==> src/rtl/shp_pkg.sv <==
// Types, codes and character constants of the SIP header stream parser.
package shp_pkg;

    // Parse phase of the message.
    typedef enum logic [5:0] {
        PH_FIRST    = 6'b000001,
        PH_SECOND   = 6'b000010,
        PH_THIRD    = 6'b000100,
        PH_PARAMS   = 6'b001000,
        PH_CONTENT  = 6'b010000,
        PH_COMPLETE = 6'b100000
    } phase_t;

    // Progress through the current header slot.
    typedef enum logic [3:0] {
        ST_IDLE  = 4'b0001,
        ST_OPEN  = 4'b0010,
        ST_NAME  = 4'b0100,
        ST_VALUE = 4'b1000
    } slot_stage_t;

    // Progress of the Content-Length number scan.
    typedef enum logic [2:0] {
        NUM_LEAD   = 3'b001,
        NUM_DIGITS = 3'b010,
        NUM_STOP   = 3'b100
    } num_phase_t;

    typedef struct packed {
        logic nl;
        logic space;
        logic word;
    } wait_flags_t;

    typedef struct packed {
        logic third;
        logic second;
        logic first;
    } word_seen_t;

    typedef struct packed {
        phase_t      phase;
        wait_flags_t wait_flags;
        logic        prev_newline;
        word_seen_t  word_seen;
        slot_stage_t slot_stage;
        logic [3:0]  name_match_pos;
        logic        name_is_length;
        logic        value_started;
        num_phase_t  num_phase;
    } shp_ctrl_t;

    typedef struct packed {
        logic [2:0]  byte_role;
        logic        token_start;
        logic        token_end;
        logic [7:0]  out_byte;
        logic [3:0]  slot_index;
        logic        slots_full;
        logic [31:0] body_length;
        logic        header_done;
        logic        message_complete;
    } shp_result_t;

    localparam logic [2:0] ROLE_SKIP  = 3'd0;
    localparam logic [2:0] ROLE_WORD1 = 3'd1;
    localparam logic [2:0] ROLE_WORD2 = 3'd2;
    localparam logic [2:0] ROLE_REST  = 3'd3;
    localparam logic [2:0] ROLE_NAME  = 3'd4;
    localparam logic [2:0] ROLE_VALUE = 3'd5;
    localparam logic [2:0] ROLE_BODY  = 3'd6;
    localparam logic [2:0] ROLE_DONE  = 3'd7;

    localparam logic [7:0] CH_NUL   = 8'h00;
    localparam logic [7:0] CH_TAB   = 8'h09;
    localparam logic [7:0] CH_LF    = 8'h0A;
    localparam logic [7:0] CH_VT    = 8'h0B;
    localparam logic [7:0] CH_FF    = 8'h0C;
    localparam logic [7:0] CH_CR    = 8'h0D;
    localparam logic [7:0] CH_SP    = 8'h20;
    localparam logic [7:0] CH_PLUS  = 8'h2B;
    localparam logic [7:0] CH_MINUS = 8'h2D;
    localparam logic [7:0] CH_0     = 8'h30;
    localparam logic [7:0] CH_9     = 8'h39;
    localparam logic [7:0] CH_COLON = 8'h3A;
    localparam logic [7:0] CH_UP_A  = 8'h41;
    localparam logic [7:0] CH_UP_Z  = 8'h5A;
    localparam logic [7:0] CASE_OFS = 8'h20;

    localparam logic [3:0] NAME_LEN    = 4'd14;
    localparam logic [3:0] NAME_CLOSED = 4'd15;

    // "content-length" in lower case, entry 0 first; the last two entries pad the table.
    localparam logic [15:0][7:0] LENGTH_NAME = {
        8'h00, 8'h00,
        8'h68, 8'h74, 8'h67, 8'h6E, 8'h65, 8'h6C, 8'h2D,
        8'h74, 8'h6E, 8'h65, 8'h74, 8'h6E, 8'h6F, 8'h63
    };

    localparam shp_ctrl_t CTRL_RESET = '{
        phase:          PH_FIRST,
        wait_flags:     '{nl: 1'b0, space: 1'b0, word: 1'b1},
        prev_newline:   1'b0,
        word_seen:      '{third: 1'b0, second: 1'b0, first: 1'b0},
        slot_stage:     ST_IDLE,
        name_match_pos: 4'd0,
        name_is_length: 1'b1,
        value_started:  1'b0,
        num_phase:      NUM_LEAD
    };

endpackage

==> src/rtl/shp_step.sv <==
// Per-byte next-state and result logic of the SIP header stream parser.
module shp_step
    import shp_pkg::*;
#(
    parameter int MAX_SLOTS   = 16,
    parameter int LENGTH_BITS = 32
)
(
    input  logic [7:0]                         data_byte,
    input  logic                               start_message,
    input  shp_ctrl_t                          ctrl,
    input  logic [$clog2(MAX_SLOTS+1)-1:0]     slot_cnt,
    input  logic [LENGTH_BITS-1:0]             digit_acc,
    input  logic [LENGTH_BITS-1:0]             length,
    input  logic [LENGTH_BITS-1:0]             body_cnt,
    output shp_ctrl_t                          ctrl_next,
    output logic [$clog2(MAX_SLOTS+1)-1:0]     slot_cnt_next,
    output logic [LENGTH_BITS-1:0]             digit_acc_next,
    output logic [LENGTH_BITS-1:0]             length_next,
    output logic [LENGTH_BITS-1:0]             body_cnt_next,
    output shp_result_t                        result
);

    localparam int CNT_W = $clog2(MAX_SLOTS+1);

    shp_ctrl_t              cur;
    logic [CNT_W-1:0]       cnt;
    logic [LENGTH_BITS-1:0] acc;
    logic [LENGTH_BITS-1:0] len;
    logic [LENGTH_BITS-1:0] body;

    wait_flags_t            wf;
    word_seen_t             ws;
    slot_stage_t            st;
    num_phase_t             np;
    logic [3:0]             mpos;
    logic                   nil;
    logic                   vs;
    logic                   hdone;
    logic                   pdone;
    logic                   vskip;
    logic                   dskip;
    logic                   blank;
    logic                   digit;
    logic [7:0]             folded;

    logic [LENGTH_BITS+3:0] acc_x;
    logic [LENGTH_BITS+3:0] acc_mul;
    logic [CNT_W+3:0]       cnt_x;
    logic [LENGTH_BITS+31:0] len_x;

    shp_result_t            res;

    assign blank  = (data_byte == CH_SP) || (data_byte == CH_TAB);
    assign digit  = (data_byte >= CH_0) && (data_byte <= CH_9);
    assign folded = ((data_byte >= CH_UP_A) && (data_byte <= CH_UP_Z)) ?
                    data_byte + CASE_OFS : data_byte;

    // Ten times the accumulator plus the digit; any carry into the top bits saturates.
    assign acc_x   = {4'b0000, acc};
    assign acc_mul = (acc_x << 3) + (acc_x << 1) + {{LENGTH_BITS{1'b0}}, data_byte[3:0]};

    always_comb
    begin
        if (start_message)
        begin
            cur  = CTRL_RESET;
            cnt  = '0;
            acc  = '0;
            len  = '0;
            body = '0;
        end
        else
        begin
            cur  = ctrl;
            cnt  = slot_cnt;
            acc  = digit_acc;
            len  = length;
            body = body_cnt;
        end

        ctrl_next      = cur;
        slot_cnt_next  = cnt;
        digit_acc_next = acc;
        length_next    = len;
        body_cnt_next  = body;

        wf    = cur.wait_flags;
        ws    = cur.word_seen;
        st    = cur.slot_stage;
        np    = cur.num_phase;
        mpos  = cur.name_match_pos;
        nil   = cur.name_is_length;
        vs    = cur.value_started;
        hdone = 1'b0;
        pdone = 1'b0;
        vskip = 1'b0;
        dskip = 1'b0;

        res             = '0;
        res.byte_role   = ROLE_SKIP;
        res.out_byte    = data_byte;

        if (cur.phase == PH_COMPLETE)
        begin
            res.byte_role = ROLE_DONE;
        end
        else if (cur.phase == PH_CONTENT)
        begin
            res.byte_role = ROLE_BODY;
            body_cnt_next = body + {{(LENGTH_BITS-1){1'b0}}, 1'b1};
            if (body_cnt_next >= len)
            begin
                ctrl_next.phase = PH_COMPLETE;
            end
        end
        else
        begin
            if (wf.word)
            begin
                if (blank)
                begin
                    hdone = 1'b1;
                end
                else
                begin
                    wf.word = 1'b0;
                end
            end

            // The rest of the start line runs to its newline.
            if (!hdone && wf.nl)
            begin
                res.byte_role = ROLE_REST;
                if (data_byte == CH_LF)
                begin
                    res.out_byte  = CH_NUL;
                    res.token_end = 1'b1;
                    wf.nl         = 1'b0;
                    wf.space      = 1'b0;
                end
                hdone = 1'b1;
            end

            // A blank line ends the header section.
            if (!hdone && cur.prev_newline && (data_byte == CH_LF))
            begin
                ctrl_next.phase = (len != '0) ? PH_CONTENT : PH_COMPLETE;
                hdone = 1'b1;
            end

            if (!hdone && wf.space)
            begin
                if (blank)
                begin
                    res.out_byte  = CH_NUL;
                    res.token_end = 1'b1;
                    wf.space      = 1'b0;
                end
                else
                begin
                    case (cur.phase)
                        PH_FIRST:  res.byte_role = ROLE_WORD1;
                        PH_SECOND: res.byte_role = ROLE_WORD2;
                        PH_THIRD:  res.byte_role = ROLE_REST;
                        default:   res.byte_role = ROLE_SKIP;
                    endcase
                    hdone = 1'b1;
                end
            end

            if (!hdone)
            begin
                if ((cur.phase == PH_FIRST) || (cur.phase == PH_SECOND))
                begin
                    res.byte_role = (cur.phase == PH_FIRST) ? ROLE_WORD1 : ROLE_WORD2;
                    if (((cur.phase == PH_FIRST) && !ws.first) ||
                        ((cur.phase == PH_SECOND) && !ws.second))
                    begin
                        if (cur.phase == PH_FIRST)
                        begin
                            ws.first = 1'b1;
                        end
                        else
                        begin
                            ws.second = 1'b1;
                        end
                        wf.space        = 1'b1;
                        res.token_start = 1'b1;
                    end
                    else
                    begin
                        ctrl_next.phase = (cur.phase == PH_FIRST) ? PH_SECOND : PH_THIRD;
                        wf.word         = 1'b1;
                    end
                end
                else if (cur.phase == PH_THIRD)
                begin
                    if (!ws.third)
                    begin
                        ws.third        = 1'b1;
                        wf.nl           = 1'b1;
                        ctrl_next.phase = PH_PARAMS;
                        res.byte_role   = ROLE_REST;
                        res.token_start = 1'b1;
                    end
                end
                else
                begin
                    // Header lines.
                    if (st == ST_IDLE)
                    begin
                        if (cnt >= CNT_W'(MAX_SLOTS))
                        begin
                            pdone = 1'b1;
                        end
                        else
                        begin
                            st = ST_OPEN;
                        end
                    end

                    if (!pdone)
                    begin
                        if (st == ST_VALUE)
                        begin
                            res.byte_role  = ROLE_VALUE;
                            res.slot_index = cnt_x[3:0];
                            if (data_byte == CH_LF)
                            begin
                                res.out_byte  = CH_NUL;
                                res.token_end = 1'b1;
                                if (cur.name_is_length)
                                begin
                                    length_next = acc;
                                    st          = ST_OPEN;
                                end
                                else
                                begin
                                    slot_cnt_next = cnt + {{(CNT_W-1){1'b0}}, 1'b1};
                                    st            = ST_IDLE;
                                end
                            end
                            else
                            begin
                                if (!vs)
                                begin
                                    if (blank || (data_byte == CH_CR))
                                    begin
                                        vskip = 1'b1;
                                    end
                                    else
                                    begin
                                        vs              = 1'b1;
                                        res.token_start = 1'b1;
                                    end
                                end
                                if (!vskip)
                                begin
                                    if ((data_byte == CH_TAB) || (data_byte == CH_CR))
                                    begin
                                        res.out_byte = CH_SP;
                                    end
                                    // Decimal scan: white space, optional sign, digits up to the first other byte.
                                    if (np == NUM_LEAD)
                                    begin
                                        if (blank || (data_byte == CH_CR) ||
                                            (data_byte == CH_VT) || (data_byte == CH_FF))
                                        begin
                                            dskip = 1'b1;
                                        end
                                        else if ((data_byte == CH_PLUS) ||
                                                 (data_byte == CH_MINUS))
                                        begin
                                            np    = NUM_DIGITS;
                                            dskip = 1'b1;
                                        end
                                        else
                                        begin
                                            np = digit ? NUM_DIGITS : NUM_STOP;
                                        end
                                    end
                                    else if ((np == NUM_DIGITS) && !digit)
                                    begin
                                        np = NUM_STOP;
                                    end
                                    if (!dskip && (np == NUM_DIGITS) && digit)
                                    begin
                                        digit_acc_next = (acc_mul[LENGTH_BITS+3:LENGTH_BITS] != 4'd0)
                                                         ? {LENGTH_BITS{1'b1}}
                                                         : acc_mul[LENGTH_BITS-1:0];
                                    end
                                end
                            end
                        end
                        else if (st == ST_NAME)
                        begin
                            res.byte_role  = ROLE_NAME;
                            res.slot_index = cnt_x[3:0];
                            if (blank || (data_byte == CH_COLON))
                            begin
                                res.out_byte  = CH_NUL;
                                res.token_end = 1'b1;
                                if (mpos != NAME_CLOSED)
                                begin
                                    if (mpos != NAME_LEN)
                                    begin
                                        nil = 1'b0;
                                    end
                                    mpos = NAME_CLOSED;
                                end
                                if (data_byte == CH_COLON)
                                begin
                                    st             = ST_VALUE;
                                    vs             = 1'b0;
                                    digit_acc_next = '0;
                                    np             = NUM_LEAD;
                                end
                            end
                            else if (mpos != NAME_CLOSED)
                            begin
                                if ((mpos < NAME_LEN) && (folded == LENGTH_NAME[mpos]))
                                begin
                                    mpos = mpos + 4'd1;
                                end
                                else
                                begin
                                    nil = 1'b0;
                                end
                            end
                        end
                        else if (cur.prev_newline && !blank)
                        begin
                            st              = ST_NAME;
                            res.byte_role   = ROLE_NAME;
                            res.token_start = 1'b1;
                            res.slot_index  = cnt_x[3:0];
                            if (folded == LENGTH_NAME[0])
                            begin
                                mpos = 4'd1;
                                nil  = 1'b1;
                            end
                            else
                            begin
                                mpos = 4'd0;
                                nil  = 1'b0;
                            end
                        end
                    end
                end
            end

            ctrl_next.prev_newline = (data_byte == CH_LF) ? 1'b1 :
                                     (data_byte == CH_CR) ? cur.prev_newline : 1'b0;
        end

        ctrl_next.wait_flags     = wf;
        ctrl_next.word_seen      = ws;
        ctrl_next.slot_stage     = st;
        ctrl_next.num_phase      = np;
        ctrl_next.name_match_pos = mpos;
        ctrl_next.name_is_length = nil;
        ctrl_next.value_started  = vs;

        res.slots_full       = (slot_cnt_next >= CNT_W'(MAX_SLOTS));
        res.body_length      = len_x[31:0];
        res.header_done      = (ctrl_next.phase == PH_CONTENT) ||
                               (ctrl_next.phase == PH_COMPLETE);
        res.message_complete = (ctrl_next.phase == PH_COMPLETE);
        result               = res;
    end

    assign cnt_x = {4'b0000, cnt};
    assign len_x = {32'd0, length_next};

endmodule

==> src/rtl/sip_header_stream_parser.sv <==
// SIP header stream parser: one byte in, one tagged byte out, one byte per cycle unless
// out_stall holds the result register; the parse state updates as a byte moves from the
// input register to the result register, so consecutive bytes never wait on each other.
// Reset (rst_n low, asynchronous) empties both registers and puts the parser at the
// start of a message; start_message does the same for the byte that carries it.
module sip_header_stream_parser
    import shp_pkg::*;
#(
    parameter int MAX_SLOTS   = 16,
    parameter int LENGTH_BITS = 32
)
(
    input  logic        clk,
    input  logic        rst_n,
    input  logic        in_valid,
    output logic        in_stall,
    input  logic [7:0]  data_byte,
    input  logic        start_message,
    output logic        out_valid,
    input  logic        out_stall,
    output logic [2:0]  byte_role,
    output logic        token_start,
    output logic        token_end,
    output logic [7:0]  out_byte,
    output logic [3:0]  slot_index,
    output logic        slots_full,
    output logic [31:0] body_length,
    output logic        header_done,
    output logic        message_complete
);

    localparam int CNT_W = $clog2(MAX_SLOTS+1);

    logic                   in_valid_reg;
    logic                   in_valid_next;
    logic [7:0]             in_byte_reg;
    logic                   in_start_reg;
    logic                   out_valid_reg;
    logic                   out_valid_next;
    shp_result_t            result_reg;
    shp_result_t            result_next;

    shp_ctrl_t              ctrl_reg;
    shp_ctrl_t              ctrl_next;
    logic [CNT_W-1:0]       slot_cnt_reg;
    logic [CNT_W-1:0]       slot_cnt_next;
    logic [LENGTH_BITS-1:0] digit_acc_reg;
    logic [LENGTH_BITS-1:0] digit_acc_next;
    logic [LENGTH_BITS-1:0] length_reg;
    logic [LENGTH_BITS-1:0] length_next;
    logic [LENGTH_BITS-1:0] body_cnt_reg;
    logic [LENGTH_BITS-1:0] body_cnt_next;

    logic                   in_take;
    logic                   advance;

    // A byte moves on whenever the result register is empty or being drained.
    assign advance  = in_valid_reg && (!out_valid_reg || !out_stall);
    assign in_stall = in_valid_reg && !advance;
    assign in_take  = in_valid && !in_stall;

    assign in_valid_next  = in_take ? 1'b1 : (advance ? 1'b0 : in_valid_reg);
    assign out_valid_next = advance ? 1'b1 : ((out_valid_reg && !out_stall) ? 1'b0 : out_valid_reg);

    shp_step #(
        .MAX_SLOTS   (MAX_SLOTS),
        .LENGTH_BITS (LENGTH_BITS)
    ) u_step (
        .data_byte      (in_byte_reg),
        .start_message  (in_start_reg),
        .ctrl           (ctrl_reg),
        .slot_cnt       (slot_cnt_reg),
        .digit_acc      (digit_acc_reg),
        .length         (length_reg),
        .body_cnt       (body_cnt_reg),
        .ctrl_next      (ctrl_next),
        .slot_cnt_next  (slot_cnt_next),
        .digit_acc_next (digit_acc_next),
        .length_next    (length_next),
        .body_cnt_next  (body_cnt_next),
        .result         (result_next)
    );

    always_ff @(posedge clk or negedge rst_n)
    begin
        if (!rst_n)
        begin
            in_valid_reg  <= 1'b0;
            out_valid_reg <= 1'b0;
            ctrl_reg      <= CTRL_RESET;
            slot_cnt_reg  <= '0;
            digit_acc_reg <= '0;
            length_reg    <= '0;
            body_cnt_reg  <= '0;
        end
        else
        begin
            in_valid_reg  <= in_valid_next;
            out_valid_reg <= out_valid_next;
            if (advance)
            begin
                ctrl_reg      <= ctrl_next;
                slot_cnt_reg  <= slot_cnt_next;
                digit_acc_reg <= digit_acc_next;
                length_reg    <= length_next;
                body_cnt_reg  <= body_cnt_next;
            end
        end
    end

    always_ff @(posedge clk)
    begin
        if (in_take)
        begin
            in_byte_reg  <= data_byte;
            in_start_reg <= start_message;
        end
        if (advance)
        begin
            result_reg <= result_next;
        end
    end

    assign out_valid        = out_valid_reg;
    assign byte_role        = result_reg.byte_role;
    assign token_start      = result_reg.token_start;
    assign token_end        = result_reg.token_end;
    assign out_byte         = result_reg.out_byte;
    assign slot_index       = result_reg.slot_index;
    assign slots_full       = result_reg.slots_full;
    assign body_length      = result_reg.body_length;
    assign header_done      = result_reg.header_done;
    assign message_complete = result_reg.message_complete;

endmodule

==> config.mk <==
export PLATFORM = sky130hd
export DESIGN_NAME = sip_header_stream_parser
export DESIGN_NICKNAME = d
export VERILOG_FILES = /design/src/rtl/shp_pkg.sv /design/src/rtl/shp_step.sv /design/src/rtl/sip_header_stream_parser.sv
export SDC_FILE = /design/constraint.sdc
export NUM_CORES = 1
export LEC_CHECK = 0
export BUFFER_PORTS_ARGS = -buffer_cell sky130_fd_sc_hd__buf_2
export CORE_AREA = 2 2 146 255
export DETAILED_ROUTE_END_ITERATION = 6
export DIE_AREA = 0 0 148 257
export GPL_ROUTABILITY_DRIVEN = 0
export SLEW_MARGIN = 10
export SYNTH_ARGS = -nofsm -noshare
export SYNTH_HDL_FRONTEND = slang
export SYNTH_SLANG_ARGS = --single-unit
==> constraint.sdc <==
create_clock -name clk -period 5.1 [get_ports clk]
set_input_delay 0.255 -clock clk [delete_from_list [all_inputs] [get_ports clk]]
set_output_delay 0.255 -clock clk [all_outputs]
set_load 0.02 [all_outputs]
==> results of run 1 <==
-- worst paths after layout --
kind / from / endpoint / cells past startpoint
max: in_start_reg$_DFFE_PP_ / message_complete$_DFFE_PP_ / 18
min: start_message / in_start_reg$_DFFE_PP_ / 1
max reg2reg: in_start_reg$_DFFE_PP_ / message_complete$_DFFE_PP_ / 18
min reg2reg: digit_acc_reg[28]$_DFFE_PN0P_ / digit_acc_reg[28]$_DFFE_PN0P_ / 2
max in group asynchronous: rst_n / body_cnt_reg[0]$_DFFE_PN0P_ / 3
min in group asynchronous: rst_n / ctrl_reg[2]$_DFFE_PN0P_ / 2
-- worst max-delay path: stages (launching register included) --
cell	delay, ps
edfxtp_1	540
nor2b_1	220
ha_1	280
nand4b_2	200
nor4_2	440
and2_1	270
nand4_1	200
or2_2	370
xor2_1	150
nor2_1	60
ha_1	190
a21o_1	170
a21o_1	170
a21oi_1	130
o21ai_0	210
a211oi_1	320
o211ai_1	250
a21oi_1	270
a211oi_1	80
-- metal layers --
metal,wire length (µm),GRT usage (%),vias up
met2,23200,42.3,510
met3,2120,3.21,179
met4,3440,16.9,0
li1,-,-,6022
met5,0,0,-
met1,17000,26.8,6330
-- repair_timing --
item	4_1_cts	5_1_grt
setup endpoints to repair	0	8
resized for setup	0	2
hold buffers	10	0
hold endpoints to repair	79	0
-- cells by family after synthesis --
kind of cell	count (synthesis)	share of synthesized area, %
xor+xnor	82	5.06
mux	36	2.87
fa+ha+maj	106	9.40
flops	190	35.7
simple gates	578	20.6
compound gates	483	22.5
buf+inv	127	3.93
-- cell usage after synthesis (all sizes together) (29+ instances only) --
cell    instances
a21o           29
a21oi         112
clkbuf         68
dfrtp         124
edfxtp         61
ha            105
inv            34
mux2           34
nand2         208
nand3          39
nor2           87
nor2b          49
nor3           62
o21ai         162
xnor2          56
-- cell type report --
class	instances	share of cell area, %
Clock buffer	19	2.87
Clock inverter	13	0.761
Inverter	34	0.825
Multi-Input combinational cell	1285	54.4
Sequential cell	190	32.1
Tap cell	470	3.73
Timing Repair Buffer	124	5.29
-- layout by cell type (no fill, tap or decap), types with 11 or more instances in the layout --
cell type	synthesis	final
a21o_1	29	29
or3_1	13	13
nand4_1	24	24
a211oi_1	19	19
nor3_1	61	61
ha_1	105	105
edfxtp_1	61	61
and2_1	15	15
dfrtp_1	124	124
mux2_2	33	33
nand2_1	208	207
nor2_1	85	85
a21oi_1	112	112
o31ai_1	16	16
nand2b_1	13	13
o21ai_0	128	128
o31a_1	12	12
buf_4	1	45
o211ai_1	16	16
xnor2_1	56	56
nand3_1	38	38
clkbuf_16	0	17
o21ai_2	32	32
buf_2	7	65
inv_1	32	32
a31oi_1	20	20
a2111oi_0	11	11
nor2b_1	49	49
xor2_1	26	25
-- per-stage QoR --
| stage | area, µm² | total power (W) | TNS (ps) |
|---|---|---|---|
| CTS | 15800 | 0.00386 | 0 |
| global route | 15800 | 0.00399 | -21.1 |
| floorplan | 14200 | 0.00224 | 0 |
| global placement | 15100 | 0.00250 | 0 |
| detailed placement | 15100 | 0.00251 | 0 |
| finish | 15800 | 0.00385 | 0 |
-- power by group --
group	total [W]	switching, W	internal (W)
logic	0.000747	0.000513	0.000234
clock network	0.00134	0.000674	0.000670
registers	0.00176	0.0000858	0.00167
total	0.00385	0.00127	0.00257
==> impl_metrics.toml, run 1 <==
[final_layout]
layout.cells.non_filler = 2135
num_antenna_cells = 0
nets = 1771
multi_input_area_um2 = 8590
seq_area_um2 = 5070
n_fill_cell = 3570
drive_gt1_share_pct = 14.8
post-route-util_pct = 43.9
synthToLayoutAreaGrowth_pct = 11.2

[drt]
drc_errors = 0
viasPerCell = 6.11
drt_iter0_drc = 1015
routedWlPerCell_um = 21.4
wirelength_um = 45800
vias = 13000
antenna_left = 0
drt_first_pass_iters = 5

[grt]
grt_antenna_before_repair = 0
grt_pass1_wl_um = 72200
first_global_vias = 13000
grt_util_all_layers_pct = 24.2
grt_max_degree = 78
grt-ovfl-total = 0

[power_and_ir_drop]
leakage_nw = 6.71
peakVddDrop_mv = 0.204
p_per_area_nw_per_um2 = 244

[outcome]
outcome = "complete, no violations"

[yosys]
synth-seq-cells = 190
ys.flop_type = "dfrtp_1"
ys_async_sr_fraction_pct = 67.9
ys_seq_area_share_pct = 35.7
ys_warn_count = 0
mappedNetlistNets = 1721
synth_area_leaders = "dfrtp_1, edfxtp_1, ha_1, nand2_1, o21ai_0"
synth.distinct_cells = 91
synth_edf_count = 61
syn_inst = 1602
synth.largest_area_cell = "dfrtp_1"
yosysTopAreaCellShare_pct = 21.9
synth_area_per_cell_um2 = 8.85
synth_area_um2 = 14200

[critical_path]
cp_max_fo = 6
cp-end-kind = "flip-flop"
crit_path_start_kind = "flip-flop"
ff2ff_setup_slack_ps = 310
worstPathRequired_ps = 5310
criticalPathCategory = "reg2reg"
cp.arrival_ps = 4990

[floorplan]
die_h_um = 257
die_w_um = 148
initial_core_util_pct = 39.5
core_um2 = 35900
die_area_um2 = 38000
rows = 92
ios = 67

[timing]
fmax_mhz = 209
hold_viol_final = 0
finalCriticalPeriod_ps = 4790
rsz0062_at_grt = "true"
clock_skew_ps = 15.8
worst_slack_ps = 314
slew_headroom_pct = 20.7
slew_viol_final = 0
hold_ws_ps = 69.4
tightestPinTransition_ps = 1180
post-route-period-util_pct = 93.8
setup_viol = 0

[place]
dp.cells = 2093
port_buffers = 66
dp_hpwl_um = 34000
post-place-ws_ps = 324

[run]
maxCapViolations = 0

[min_path]
hp-class = "in2reg"

[clocking]
clockBufferDepth = 2
cts-buffers-inserted = 17
cts-root-buf = "clkbuf_16"
cts_tree = "yes"
clock_sinks = 190
clk_latency_ps = 470
postCtsSetupBuffers = 0
h-tree-depth = 4
clkTransAtPathRegs_ps = 80
Power figures use the tool's default switching activity.
==> run 2: changes to the inputs <==
--- a/config.mk
+++ b/config.mk
@@ -5,12 +5,14 @@
 export SDC_FILE = /design/constraint.sdc
 export NUM_CORES = 1
 export LEC_CHECK = 0
+export ABC_CLOCK_PERIOD_IN_PS = 5100
 export BUFFER_PORTS_ARGS = -buffer_cell sky130_fd_sc_hd__buf_2
-export CORE_AREA = 2 2 146 255
+export CORE_AREA = 2 2 152 265
 export DETAILED_ROUTE_END_ITERATION = 6
-export DIE_AREA = 0 0 148 257
+export DIE_AREA = 0 0 154 267
 export GPL_ROUTABILITY_DRIVEN = 0
 export SLEW_MARGIN = 10
 export SYNTH_ARGS = -nofsm -noshare
 export SYNTH_HDL_FRONTEND = slang
+export SYNTH_HIERARCHICAL = 1
 export SYNTH_SLANG_ARGS = --single-unit
==> run 2 against run 1 <==
Compared with the run above: clock skew shrank 6.2 ps; critical endpoint is now digit_acc_reg[18]$_DFFE_PN0P_; worst hold slack is essentially flat; largest power group unchanged; worst setup slack lost 110 ps; flip-flop and latch count is the same; die area grew 8.1%; register-to-register slack lost 110 ps; critical path type unchanged; design area grew 4.5%; combinational power shrank 15%; synthesized cell count grew 1.1%; clock-buffer cell count shrank 1; largest cell class unchanged; highest routed layer unchanged; clock power is essentially flat.
==> impl_metrics.toml, run 2 <==
[outcome]
outcome = "complete, no violations"

[power_and_ir_drop]
leakage_nw = 7.34
p_int_w = 0.00258
clock_power_share_pct = 36.7
p_comb_share_pct = 17.2
seqPwrFrac_pct = 46.2
total_power_w = 0.00372
p_switching_w = 0.00114
p_per_area_nw_per_um2 = 225
swShare_pct = 30.7
peakVddDrop_mv = 0.173

[floorplan]
rows = 96
die_w_um = 154
die_area_um2 = 41100
core_um2 = 39000
die_h_um = 267
initial_core_util_pct = 39.4
ios = 67

[critical_path]
criticalPathCategory = "reg2reg"
crit_buf_inv = 2
worstPathRequired_ps = 5440
cp.arrival_ps = 5240
crit_family = "compound AO/OA/AOI/OAI gates"
cp-end-kind = "flip-flop"
slowest_delay_ps = 540
slowest_stage = "edfxtp_1"
cp_max_fo = 19
cp_cell_sequence = "buf_12 -> nor2b_1 -> ha_1 -> ha_1 -> a21oi_1 -> o211ai_1 -> a221oi_2 -> o21ai_1 -> a31o_1 -> mux2i_1 -> o311ai_4 -> buf_12 -> a2111oi_0 -> nor3_1 -> mux2_2"
crit_path_start_kind = "flip-flop"

[yosys]
synthAdderAreaFrac_pct = 8.68
synthMuxAreaShare_pct = 12.6
ys_seq_area_share_pct = 33.0
ys_async_sr_fraction_pct = 67.9
synth_area_um2 = 15400
mappedNetlistNets = 1738
synth_edf_count = 61
synth.largest_area_cell = "dfrtp_1"
synth-seq-cells = 190
yosysTopAreaCellShare_pct = 20.2
syn_inst = 1619
synth_compound_area_share_pct = 14.5
ys.flop_type = "dfrtp_1"
synthTopCellsByCount = "nand2_1, dfrtp_1, nor2_1"
synth_area_per_cell_um2 = 9.49
synth_top_family_by_area = "simple AND/OR/NAND/NOR gates"
synth.distinct_cells = 98
ys_warn_count = 6
synth_area_leaders = "dfrtp_1, edfxtp_1, mux2_4, ha_1, nand2_1"
synthSimpleGateAreaFrac_pct = 20.0
synth-xor-area-share_pct = 5.07
yosysMostFrequentCell = "nand2_1"

[timing]
final.setup.tns_ps = 0
rsz0062_at_grt = "false"
tightestPinTransition_ps = 796
post-route-period-util_pct = 95.9
fmax_mhz = 204
hold_viol_final = 0
slew_headroom_pct = 46.9
clock_skew_ps = 9.63
hold_ws_ps = 69.8
slew_viol_final = 0
finalCriticalPeriod_ps = 4890
setup_viol = 0

[drt]
wirelength_um = 41900
viasPerCell = 5.76
routedWlPerCell_um = 19.7
antenna_left = 0
vias = 12300
drt_iter0_drc = 768
drt_first_pass_iters = 5
drc_errors = 0

[grt]
grt_antenna_before_repair = 0
grt_max_degree = 105
grt_util_all_layers_pct = 20.4
grt-ovfl-total = 0
grt_pass1_wl_um = 66100
first_global_vias = 12200

[place]
dp_hpwl_um = 31100
port_buffers = 66
place_area_um2 = 15800

[final_layout]
num_antenna_cells = 0
final_cell_mix = "nand2_1, dfrtp_1, nor2_1"
seq_area_um2 = 5070
final_common_cell = "nand2_1"
synthToLayoutAreaGrowth_pct = 7.36
nets = 1747
post-route-util_pct = 42.3
drive_gt1_share_pct = 18.4
fin_area_um2 = 16500
multi_input_area_um2 = 9350
n_fill_cell = 3738

[min_path]
hp-class = "in2reg"

[clocking]
clkTransAtPathRegs_ps = 80
cts-root-buf = "clkbuf_16"
clk_latency_ps = 450
cts-buffers-inserted = 17
cts_tree = "yes"
clock_sinks = 190
h-tree-depth = 4
clockBufferDepth = 2

[run]
maxCapViolations = 0
-- run 2: cell count changes in the layout (fill, tap and decap cells not counted), moves of 22 or more --
| cell | delta |
|---|---|
| a21oi_1 | -30 |
| buf_4 | -22 |
| mux2_4 | +108 |
| nor2_1 | +29 |
| o21ai_0 | -28 |
| o21ai_2 | -32 |
-- run 2: final cells by class --
cell class / instances / area share [%]
inverters: 32 / 0.728
clock inverters: 14 / 0.834
repair buffers: 107 / 4.60
multi-input cells: 1280 / 56.7
clock buffers: 18 / 2.73
flip-flops and latches: 190 / 30.7
well taps: 490 / 3.72
-- run 2: cells by family (layout without fill, tap and decap cells) --
logic type               count (synthesis)  count (layout)
buffers and inverters                  149             171
adder cells (fa/ha/maj)                106             106
multiplexers                           136             136
AO/OA/AOI/OAI                          348             348
flip-flops                             190             190
AND/OR/NAND/NOR                        601             601
XOR/XNOR                                89              89
-- run 2: per-stage QoR --
stage | setup WS [ps] | instances
floorplan | 70.3 | 1619
global placement | 330 | 2085
detailed placement | 192 | 2085
CTS | 170 | 2128
global route | 2.31 | 2131
finish | 208 | 2131
-- run 2: repair_timing --
action,in CTS,in global routing
gates resized for setup,0,0
hold buffers,11,0
buffers inserted,0,3
setup endpoints to repair,0,5
endpoints found under the hold margin,51,0
-- run 2: worst register-to-register path, stage by stage, from the launching register on --
cell and delay (ps):
edfxtp_1 540, buf_12 210, nor2b_1 460, ha_1 340, ha_1 380, a21oi_1 260
o211ai_1 220, a221oi_2 480, o21ai_1 230, a31o_1 250, mux2i_1 240, o311ai_4 250
buf_12 230, a2111oi_0 320, nor3_1 80, mux2_2 280
-- run 2: final timing paths --
path                                           from                       endpoint  slack [ps]  depth (start not counted)
max                          in_start_reg$_DFFE_PP_  digit_acc_reg[18]$_DFFE_PN0P_         210                         15
min                                       out_stall          out_valid$_DFFE_PN0P_          70                          2
max reg2reg                  in_start_reg$_DFFE_PP_  digit_acc_reg[18]$_DFFE_PN0P_         210                         15
min reg2reg                in_valid_reg$_DFFE_PN0P_          out_valid$_DFFE_PN0P_         490                          1
max in group asynchronous                     rst_n   body_cnt_reg[14]$_DFFE_PN0P_        3640                          3
min in group asynchronous                     rst_n        ctrl_reg[7]$_DFFE_PN0P_         320                          2
-- run 2: power groups by stage --
stage	Combinational (W)	Sequential [W]	Clock, W
4_1_cts	0.000633	0.00172	0.00140
6_report	0.000638	0.00172	0.00136
3_3_place_gp	0.000620	0.00175	0
5_1_grt	0.000693	0.00173	0.00145
3_5_place_dp	0.000626	0.00175	0
2_1_floorplan	0.000468	0.00177	0
-- run 2: metal layers --
layer | GRT usage [%] | share of wire, % | vias to the layer above | routed length (µm)
met5 | 0 | 0 | - | 0
li1 | - | - | 5827 | -
met1 | 22.8 | 39 | 5991 | 16500
met4 | 11.8 | 5.8 | 0 | 2410
met3 | 2.31 | 3.1 | 124 | 1310
met2 | 37.2 | 52 | 339 | 21800
